## src/rtl/sha1_pkg.sv

```systemverilog
// SHA-1 engine package: item types, controller command struct, round constants
// and the padding helper used by the datapath.
// No dependencies.
package sha1_pkg;

  localparam int unsigned WordW   = 32;
  localparam int unsigned CountW  = 3;
  localparam int unsigned PosW    = 4;   // 16-word block
  localparam int unsigned RoundW  = 7;   // 80 rounds
  localparam int unsigned LenW    = 64;

  localparam logic [RoundW-1:0] LAST_ROUND  = 7'd79;
  localparam logic [RoundW-1:0] SCHED_LOAD  = 7'd16;
  localparam logic [RoundW-1:0] PHASE1_FROM = 7'd20;
  localparam logic [RoundW-1:0] PHASE2_FROM = 7'd40;
  localparam logic [RoundW-1:0] PHASE3_FROM = 7'd60;
  localparam logic [PosW-1:0]   POS_LEN_HI  = 4'd14;
  localparam logic [PosW-1:0]   POS_LAST    = 4'd15;
  localparam logic [CountW-1:0] FULL_COUNT  = 3'd4;

  localparam logic [WordW-1:0] ROUND_K [4] = '{
    32'h5A82_7999, 32'h6ED9_EBA1, 32'h8F1B_BCDC, 32'hCA62_C1D6
  };
  localparam logic [WordW-1:0] INIT_H [5] = '{
    32'h6745_2301, 32'hEFCD_AB89, 32'h98BA_DCFE, 32'h1032_5476, 32'hC3D2_E1F0
  };
  localparam logic [WordW-1:0] ONE_BIT_WORD = 32'h8000_0000;

  typedef struct packed {
    logic [WordW-1:0]  data_word;
    logic [CountW-1:0] byte_count;
    logic              last;
  } in_item_t;

  typedef struct packed {
    logic [WordW-1:0] digest_word0;
    logic [WordW-1:0] digest_word1;
    logic [WordW-1:0] digest_word2;
    logic [WordW-1:0] digest_word3;
    logic [WordW-1:0] digest_word4;
  } out_item_t;

  typedef enum logic [2:0] {
    ST_IDLE,
    ST_PAD,
    ST_ROUND,
    ST_ADD,
    ST_DONE
  } state_t;

  // Source of a word shifted into the schedule window
  typedef enum logic [2:0] {
    PUSH_DATA,
    PUSH_TAIL,    // partial last word with its marker bit
    PUSH_ONE,
    PUSH_ZERO,
    PUSH_LEN_HI,
    PUSH_LEN_LO
  } push_sel_t;

  typedef struct packed {
    logic              push;
    push_sel_t         push_sel;
    logic              len_add;
    logic              load_work;
    logic              round;
    logic [RoundW-1:0] rnd;
    logic              add;
    logic              emit;
  } cmd_t;

  function automatic logic [CountW-1:0] clamp_count(input logic [CountW-1:0] c);
    return (c > FULL_COUNT) ? FULL_COUNT : c;
  endfunction

  // Keep the leading valid bytes and append the 1 bit right after them; a full word passes unchanged
  function automatic logic [WordW-1:0] tail_word(input logic [WordW-1:0] d,
                                                 input logic [CountW-1:0] c);
    logic [WordW-1:0] w;
    case (c)
      3'd0:    w = 32'h8000_0000;
      3'd1:    w = {d[31:24], 24'h80_0000};
      3'd2:    w = {d[31:16], 16'h8000};
      3'd3:    w = {d[31:8], 8'h80};
      default: w = d;
    endcase
    return w;
  endfunction

endpackage

```

## src/rtl/sha1_hash_engine_core.sv

```systemverilog
// SHA-1 hash engine top level: joins controller and datapath.
// Depends on sha1_pkg, sha1_ctrl, sha1_dpath.
//
//   channel | handshake            | payload
//   --------+----------------------+----------------------------------------
//   in      | in_valid / in_ready  | in_item  (data_word, byte_count, last)
//   out     | out_valid / out_ready| out_item (digest_word0..digest_word4)
//
// Mid-block words are taken one per cycle while in_ready is high; the sixteenth starts
// 80 rounds (one per cycle) and then a fold into the chaining value (ST_ADD).
// A last word adds a push per padding word (one or two blocks) and a digest
// load; in_ready stays low through all of it.
// Reset (rst, synchronous) restores the initial chaining value, zero length.
// The digest register buffers one item; only loading a second one waits for out_ready.
module sha1_hash_engine_core
  import sha1_pkg::*;
(
  input  logic      clk,
  input  logic      rst,
  input  logic      in_valid,
  output logic      in_ready,
  input  in_item_t  in_item,
  output logic      out_valid,
  input  logic      out_ready,
  output out_item_t out_item
);

  cmd_t cmd;

  sha1_ctrl u_ctrl (
    .clk       (clk),
    .rst       (rst),
    .in_valid  (in_valid),
    .in_item   (in_item),
    .in_ready  (in_ready),
    .out_ready (out_ready),
    .out_valid (out_valid),
    .cmd       (cmd)
  );

  sha1_dpath u_dpath (
    .clk      (clk),
    .rst      (rst),
    .in_item  (in_item),
    .cmd      (cmd),
    .out_item (out_item)
  );

`ifndef SYNTHESIS
  // A digest only appears after the controller loaded the digest register
  a_emit_before_valid: assert property (@(posedge clk) disable iff (rst)
    $rose(out_valid) |-> $past(cmd.emit))
    else $error("out_valid rose without a digest load");

  // Compression always begins at round zero right after the working load
  a_load_then_round0: assert property (@(posedge clk) disable iff (rst)
    cmd.load_work |=> (cmd.round && cmd.rnd == '0))
    else $error("compression did not start at round zero");

  // The final round is followed by the chaining-value update
  a_last_round_add: assert property (@(posedge clk) disable iff (rst)
    (cmd.round && cmd.rnd == LAST_ROUND) |=> cmd.add)
    else $error("missing chaining update after last round");
`endif

endmodule

```

## src/rtl/sha1_ctrl.sv

```systemverilog
// SHA-1 controller: input/output handshake, block word position, padding
// sequence and round counter. Drives the datapath through cmd_t (sha1_pkg).
module sha1_ctrl
  import sha1_pkg::*;
(
  input  logic     clk,
  input  logic     rst,
  input  logic     in_valid,
  input  in_item_t in_item,
  output logic     in_ready,
  input  logic     out_ready,
  output logic     out_valid,
  output cmd_t     cmd
);

  state_t            state, state_next;
  logic [PosW-1:0]   pos, pos_next;
  logic [RoundW-1:0] rnd, rnd_next;
  logic              padding, padding_next;
  logic              need_one, need_one_next;
  logic              hi_done, hi_done_next;
  logic              final_blk, final_blk_next;
  logic [CountW-1:0] cnt;
  logic              accept;
  logic              pushed;

  always_ff @(posedge clk) begin
    if (rst) begin
      state     <= ST_IDLE;
      pos       <= '0;
      rnd       <= '0;
      padding   <= 1'b0;
      need_one  <= 1'b0;
      hi_done   <= 1'b0;
      final_blk <= 1'b0;
      out_valid <= 1'b0;
    end else begin
      state     <= state_next;
      pos       <= pos_next;
      rnd       <= rnd_next;
      padding   <= padding_next;
      need_one  <= need_one_next;
      hi_done   <= hi_done_next;
      final_blk <= final_blk_next;
      if (cmd.emit) begin
        out_valid <= 1'b1;
      end else if (out_ready) begin
        out_valid <= 1'b0;
      end
    end
  end

  assign in_ready = (state == ST_IDLE);
  assign accept   = in_valid && in_ready;
  assign cnt      = clamp_count(in_item.byte_count);

  always_comb begin
    state_next     = state;
    pos_next       = pos;
    rnd_next       = rnd;
    padding_next   = padding;
    need_one_next  = need_one;
    hi_done_next   = hi_done;
    final_blk_next = final_blk;
    cmd            = '0;
    cmd.push_sel   = PUSH_ZERO;
    cmd.rnd        = rnd;
    pushed         = 1'b0;

    case (state)
      ST_IDLE: begin
        if (accept) begin
          if (!in_item.last) begin
            if (cnt != '0) begin
              cmd.push     = 1'b1;
              cmd.push_sel = PUSH_DATA;
              cmd.len_add  = 1'b1;
              pushed       = 1'b1;
            end
          end else begin
            cmd.push      = 1'b1;
            cmd.len_add   = 1'b1;
            pushed        = 1'b1;
            padding_next  = 1'b1;
            need_one_next = (cnt == FULL_COUNT);
            cmd.push_sel  = (cnt == FULL_COUNT) ? PUSH_DATA : PUSH_TAIL;
          end
        end
      end

      ST_PAD: begin
        cmd.push = 1'b1;
        pushed   = 1'b1;
        if (need_one) begin
          cmd.push_sel  = PUSH_ONE;
          need_one_next = 1'b0;
        end else if (pos == POS_LEN_HI) begin
          cmd.push_sel = PUSH_LEN_HI;
          hi_done_next = 1'b1;
        end else if (pos == POS_LAST && hi_done) begin
          cmd.push_sel   = PUSH_LEN_LO;
          final_blk_next = 1'b1;
        end else begin
          cmd.push_sel = PUSH_ZERO;
        end
      end

      ST_ROUND: begin
        cmd.round = 1'b1;
        rnd_next  = rnd + 1'b1;
        if (rnd == LAST_ROUND) begin
          state_next = ST_ADD;
        end
      end

      ST_ADD: begin
        cmd.add = 1'b1;
        if (final_blk) begin
          state_next = ST_DONE;
        end else if (padding) begin
          state_next = ST_PAD;
        end else begin
          state_next = ST_IDLE;
        end
      end

      ST_DONE: begin
        if (!out_valid || out_ready) begin
          cmd.emit       = 1'b1;
          padding_next   = 1'b0;
          hi_done_next   = 1'b0;
          final_blk_next = 1'b0;
          state_next     = ST_IDLE;
        end
      end

      default: begin
        state_next = ST_IDLE;
      end
    endcase

    // Every push advances the block position; the sixteenth starts a compression
    if (pushed) begin
      pos_next = pos + 1'b1;
      if (pos == POS_LAST) begin
        cmd.load_work = 1'b1;
        rnd_next      = '0;
        state_next    = ST_ROUND;
      end else if (padding_next) begin
        state_next = ST_PAD;
      end
    end
  end

endmodule

```

## src/rtl/sha1_dpath.sv

```systemverilog
// SHA-1 datapath: chaining value, working variables, 16-word schedule shift
// window, bit-length counter and digest register. Uses sha1_pkg.
module sha1_dpath
  import sha1_pkg::*;
(
  input  logic      clk,
  input  logic      rst,
  input  in_item_t  in_item,
  input  cmd_t      cmd,
  output out_item_t out_item
);

  logic [WordW-1:0] chain [5];
  logic [WordW-1:0] work  [5];
  logic [WordW-1:0] sched [16];
  logic [LenW-1:0]  bit_len;

  logic [WordW-1:0]  push_word;
  logic [WordW-1:0]  w_new, w_t, f, k, t_sum;
  logic [WordW-1:0]  a, b, c, d, e;
  logic [CountW-1:0] cnt;
  logic [LenW-1:0]   len_inc;

  assign a   = work[0];
  assign b   = work[1];
  assign c   = work[2];
  assign d   = work[3];
  assign e   = work[4];
  assign cnt = clamp_count(in_item.byte_count);

  always_comb begin
    case (cmd.push_sel)
      PUSH_DATA:   push_word = in_item.data_word;
      PUSH_TAIL:   push_word = tail_word(in_item.data_word, cnt);
      PUSH_ONE:    push_word = ONE_BIT_WORD;
      PUSH_LEN_HI: push_word = bit_len[63:32];
      PUSH_LEN_LO: push_word = bit_len[31:0];
      default:     push_word = '0;
    endcase
    len_inc = in_item.last ? LenW'({cnt, 3'b000}) : LenW'(WordW);
  end

  // Window holds W[t..15] then W[0..t-1] before the schedule is expanded, W[t-16..t-1] after
  always_comb begin
    w_new = sched[13] ^ sched[8] ^ sched[2] ^ sched[0];
    w_new = {w_new[30:0], w_new[31]};
    w_t   = (cmd.rnd < SCHED_LOAD) ? sched[0] : w_new;
    if (cmd.rnd < PHASE1_FROM) begin
      f = (b & c) | (~b & d);
      k = ROUND_K[0];
    end else if (cmd.rnd < PHASE2_FROM) begin
      f = b ^ c ^ d;
      k = ROUND_K[1];
    end else if (cmd.rnd < PHASE3_FROM) begin
      f = (b & c) | (b & d) | (c & d);
      k = ROUND_K[2];
    end else begin
      f = b ^ c ^ d;
      k = ROUND_K[3];
    end
    t_sum = {a[26:0], a[31:27]} + f + e + k + w_t;
  end

  always_ff @(posedge clk) begin
    if (rst) begin
      bit_len <= '0;
      for (int i = 0; i < 5; i++) begin
        chain[i] <= INIT_H[i];
      end
    end else begin
      if (cmd.emit) begin
        bit_len <= '0;
      end else if (cmd.len_add) begin
        bit_len <= bit_len + len_inc;
      end
      if (cmd.emit) begin
        for (int i = 0; i < 5; i++) begin
          chain[i] <= INIT_H[i];
        end
      end else if (cmd.add) begin
        for (int i = 0; i < 5; i++) begin
          chain[i] <= chain[i] + work[i];
        end
      end
    end
  end

  always_ff @(posedge clk) begin
    if (cmd.push || cmd.round) begin
      for (int i = 0; i < 15; i++) begin
        sched[i] <= sched[i+1];
      end
      sched[15] <= cmd.push ? push_word : w_t;
    end
    if (cmd.load_work) begin
      for (int i = 0; i < 5; i++) begin
        work[i] <= chain[i];
      end
    end else if (cmd.round) begin
      work[0] <= t_sum;
      work[1] <= a;
      work[2] <= {b[1:0], b[31:2]};
      work[3] <= c;
      work[4] <= d;
    end
    if (cmd.emit) begin
      out_item <= '{chain[0], chain[1], chain[2], chain[3], chain[4]};
    end
  end

endmodule

```

## config.mk

```make
export PLATFORM = sky130hd
export DESIGN_NAME = sha1_hash_engine_core
export DESIGN_NICKNAME = d
export VERILOG_FILES = /design/src/rtl/sha1_pkg.sv /design/src/rtl/sha1_hash_engine_core.sv /design/src/rtl/sha1_ctrl.sv /design/src/rtl/sha1_dpath.sv
export SDC_FILE = /design/constraint.sdc
export NUM_CORES = 2
export LEC_CHECK = 0
export ABC_AREA = 0
export BUFFER_PORTS_ARGS = -buffer_cell sky130_fd_sc_hd__buf_2
export CAP_MARGIN = 25
export CELL_PAD_IN_SITES_DETAIL_PLACEMENT = 0
export CELL_PAD_IN_SITES_GLOBAL_PLACEMENT = 1
export CORE_ASPECT_RATIO = 1.1
export CORE_MARGIN = 2
export CORE_UTILIZATION = 55
export DETAILED_ROUTE_END_ITERATION = 7
export PLACE_DENSITY_LB_ADDON = 0.1
export SLEW_MARGIN = 25
export SYNTH_ARGS = -nofsm -noshare
export SYNTH_HDL_FRONTEND = slang
export SYNTH_SLANG_ARGS = --single-unit
```

## constraint.sdc

```tcl
create_clock -name clk -period 27.3 [get_ports clk]
set_clock_uncertainty 0.05 [all_clocks]
set_input_delay 5.46 -clock clk [delete_from_list [all_inputs] [get_ports clk]]
set_output_delay 5.46 -clock clk [all_outputs]
set_load 0.01 [all_outputs]
```

==> reports/results.tsv <==
metric	value	unit
total setup buffers inserted after CTS	0	
H-Tree Depth	3	
Initial Util	55.6	%
crit path capture type	register	
reg2reg end	u_dpath.work[0][30]$_DFFE_PP_	
routed len/inst	24.2	um
Core Region	91100	um2
most frequent cells in the layout	992 x edfxtp_1, 555 x nand2_1, 275 x nor2_1	
Final setup viols	0	
TritonCTS Buffers	108	
GRT Total Usage	27.9	%
CP cell instances	buf_2 -> or4b_4 -> nor2_1 -> nor2_1 -> buf_4 -> nand2_4 -> buf_12 -> buf_6 -> buf_6	
DR vias/cell	5.78	
Tcrit/Tclk final	34.6	%
Crit path max-delay family	buffers and inverters	
count of state elements after synthesis	1072	
hold buffers post-CTS	0	
Clk Latency, worst-skew pair	0.70	ns
CTS Root Cell	clkbuf_16	
crit-path max cell delay	0.69	ns
EDFF count, synth	992	
register-to-register path setup slack	20.05	ns
DRT Pass-1 Iters	6	
FF-to-FF path depth	23	
routability cong.	0.918	
diode count	0	
combinational power share	8.3	%
Least-Margin Pin Slew	1.07	ns
I/O pins	202	
nets	4594	
Req. time, crit path	27.57	ns
first-pass GRT wire length	194000	um
FF+latch area	31400	um2
P per Cell Area	68.2	nW/um2
largest net degree at the start of global routing	193	
Critical Path AT	9.72	ns
Worst Setup SP	in_valid	
number of global-route vias before repair	30500	
Worst-path clk slew	0.06	ns
commonest non-fill, non-tap cell in the layout	edfxtp_1	
CTS tree	done	
DP HPWL	96400	um
initial antenna violation count	1	
Final Slew Violations	0	
Final Util	62.1	%
area of the multi-input gates	17900	um2
Sum Neg Setup Slack	0	ns
buffer depth of the longest clock path	3	
via count	31800	
Setup crit end	u_dpath.sched[1][211]$_DFFE_PP_	
final WL	133000	um
largest fanout on the critical path	192	
switch share	23.5	%
Area Growth Syn to Fin	11.7	%
layout cells sized above 1	9.89	%
post-CTS sizing	0	
status	complete, no violations	
Routed Antenna Nets	0	
Synth Cell Area	50700	um2
sequential fraction of the synthesis area	62.0	%
fillcell total	7188	
ys flop type	edfxtp_1	
internal power	2.96	mW
RSZ-0062 raised after global routing	false	
Unique masters post-synth	70	
Final min period	9.44	ns
CP startpoint kind	input pin	
slowest library cell on the worst path	buf_6	
post-synth net total	4363	
Psw	0.906	mW
die footprint	94500	um2
Remaining DRCs	0	
1st-iter DRT viols	2642	
synthesized instance count	3999	
die width	293	um
Levels on crit path	9	
reg2reg start	u_ctrl.rnd[4]$_SDFF_PP0_	
Rel. slew slack	28.4	%
Ys Warns	0	
Die Ht	322	um
critical path type	input pin to register	
ys async rst share	0	%
VDD IR max	0.0000520	V
Num Clock Sinks	1072	
Cell Rows	116	
synthesized area per cell	12.7	um2
final hold vios	0	
CP Buf/Inv Count	5	
Lkg Pwr	22.0	nW
Port Buffers	201	
Clock Power Share	38.4	%
Seq pwr share	53.2	%
gr ovfl total	0	
Hold Path Class	register to register	
highest clock rate	106	MHz
max cap viols	0	
==> per-stage QoR <==
| stage | instances | setup WS (ns) | hold WS [ns] | total power [mW] | instance area [um2] |
|---|---|---|---|---|---|
| after floorplan | 3999 | 9.04 | 0.350 | 2.35 | 50700 |
| after global placement | 5300 | 16.80 | 0.350 | 2.40 | 53000 |
| after detailed placement | 5300 | 16.63 | 0.355 | 2.41 | 53000 |
| after CTS | 5498 | 17.44 | 0.364 | 3.89 | 56600 |
| after global routing | 5498 | 17.61 | 0.369 | 4.00 | 56600 |
| final | 5498 | 17.86 | 0.360 | 3.86 | 56600 |
==> state kept, by name (all words and copies together) (netlist names) <==
signal / cells
u_ctrl.padding: 1
u_dpath.chain: 160
u_dpath.out_item: 160
u_ctrl.state: 3
u_dpath.bit_len: 61
u_dpath.work: 160
u_ctrl.rnd: 7
u_ctrl.out_valid: 1
u_ctrl.hi_done: 1
u_ctrl.need_one: 1
u_dpath.sched: 512
u_ctrl.final_blk: 1
u_ctrl.pos: 4
==> final cells by class <==
class / instances / area share [%]
repair buffers: 231 / 2.22
multi-input cells: 2560 / 31.7
inverters: 257 / 1.70
clock buffers: 132 / 5.00
flip-flops and latches: 1072 / 55.5
well taps: 1180 / 2.61
clock inverters: 66 / 1.30
==> power by group through the flow <==
stage	sequential, mW	clock [mW]	combinational (mW)
after global placement	2.08	0	0.316
after CTS	2.06	1.51	0.322
after floorplan	2.12	0	0.231
final	2.06	1.48	0.321
after detailed placement	2.09	0	0.320
after global routing	2.07	1.58	0.352
==> cell families (layout without fill, tap and decap cells) <==
logic type,Yosys count,in the layout,share of synthesized area (%)
compound gates,755,755,9.68
xor+xnor,307,307,5.31
fa+ha+maj,324,324,9.75
buf+inv,367,686,2.72
flops,1072,1072,62.0
mux,38,38,0.758
simple gates,1136,1136,9.81
==> Yosys cell counts (25+ instances only) <==
master      n  share of area, %
nor3_1     49              0.48
nor2b_1    25              0.31
a31oi_1    26              0.32
inv_1     257               1.9
or3_1      31              0.38
ha_1      206               5.1
a221o_1    44              0.87
o21bai_1   26              0.39
mux2i_1    35              0.69
nand3_1    53              0.52
nand4_1    25              0.31
edfxtp_1  992                59
fa_1      118               4.7
xor2_1    107               1.9
nor2_1    279               2.1
clkbuf_1   98              0.73
nand2b_1   29              0.36
a21oi_1   176               1.7
a21o_1    115               1.7
dfxtp_1    80               3.2
nand2_1   557               4.1
xnor2_1   200               3.5
o21ai_0   201               2.0
==> layer usage <==
metal  up-vias  GRT usage, %  wire length (um)
li1      14900             -                 -
met1     15800          36.1             55000
met2       915          47.4             65500
met3       210          4.50              7310
met4         0          10.5              5110
met5         -             0                 0
==> worst min path at each step <==
stage | from | end | cells after the start
6_report | u_dpath.sched[0][247]$_DFFE_PP_ | u_dpath.sched[0][215]$_DFFE_PP_ | 0
5_1_grt | u_dpath.sched[0][247]$_DFFE_PP_ | u_dpath.sched[0][215]$_DFFE_PP_ | 0
4_1_cts | u_dpath.sched[1][84]$_DFFE_PP_ | u_dpath.sched[1][52]$_DFFE_PP_ | 0
3_5_place_dp | u_dpath.sched[0][145]$_DFFE_PP_ | u_dpath.sched[0][113]$_DFFE_PP_ | 0
3_3_place_gp | u_dpath.sched[0][217]$_DFFE_PP_ | u_dpath.sched[0][185]$_DFFE_PP_ | 0
2_1_floorplan | u_dpath.sched[0][32]$_DFFE_PP_ | u_dpath.sched[0][0]$_DFFE_PP_ | 0
(Power assumes the default switching activity.)
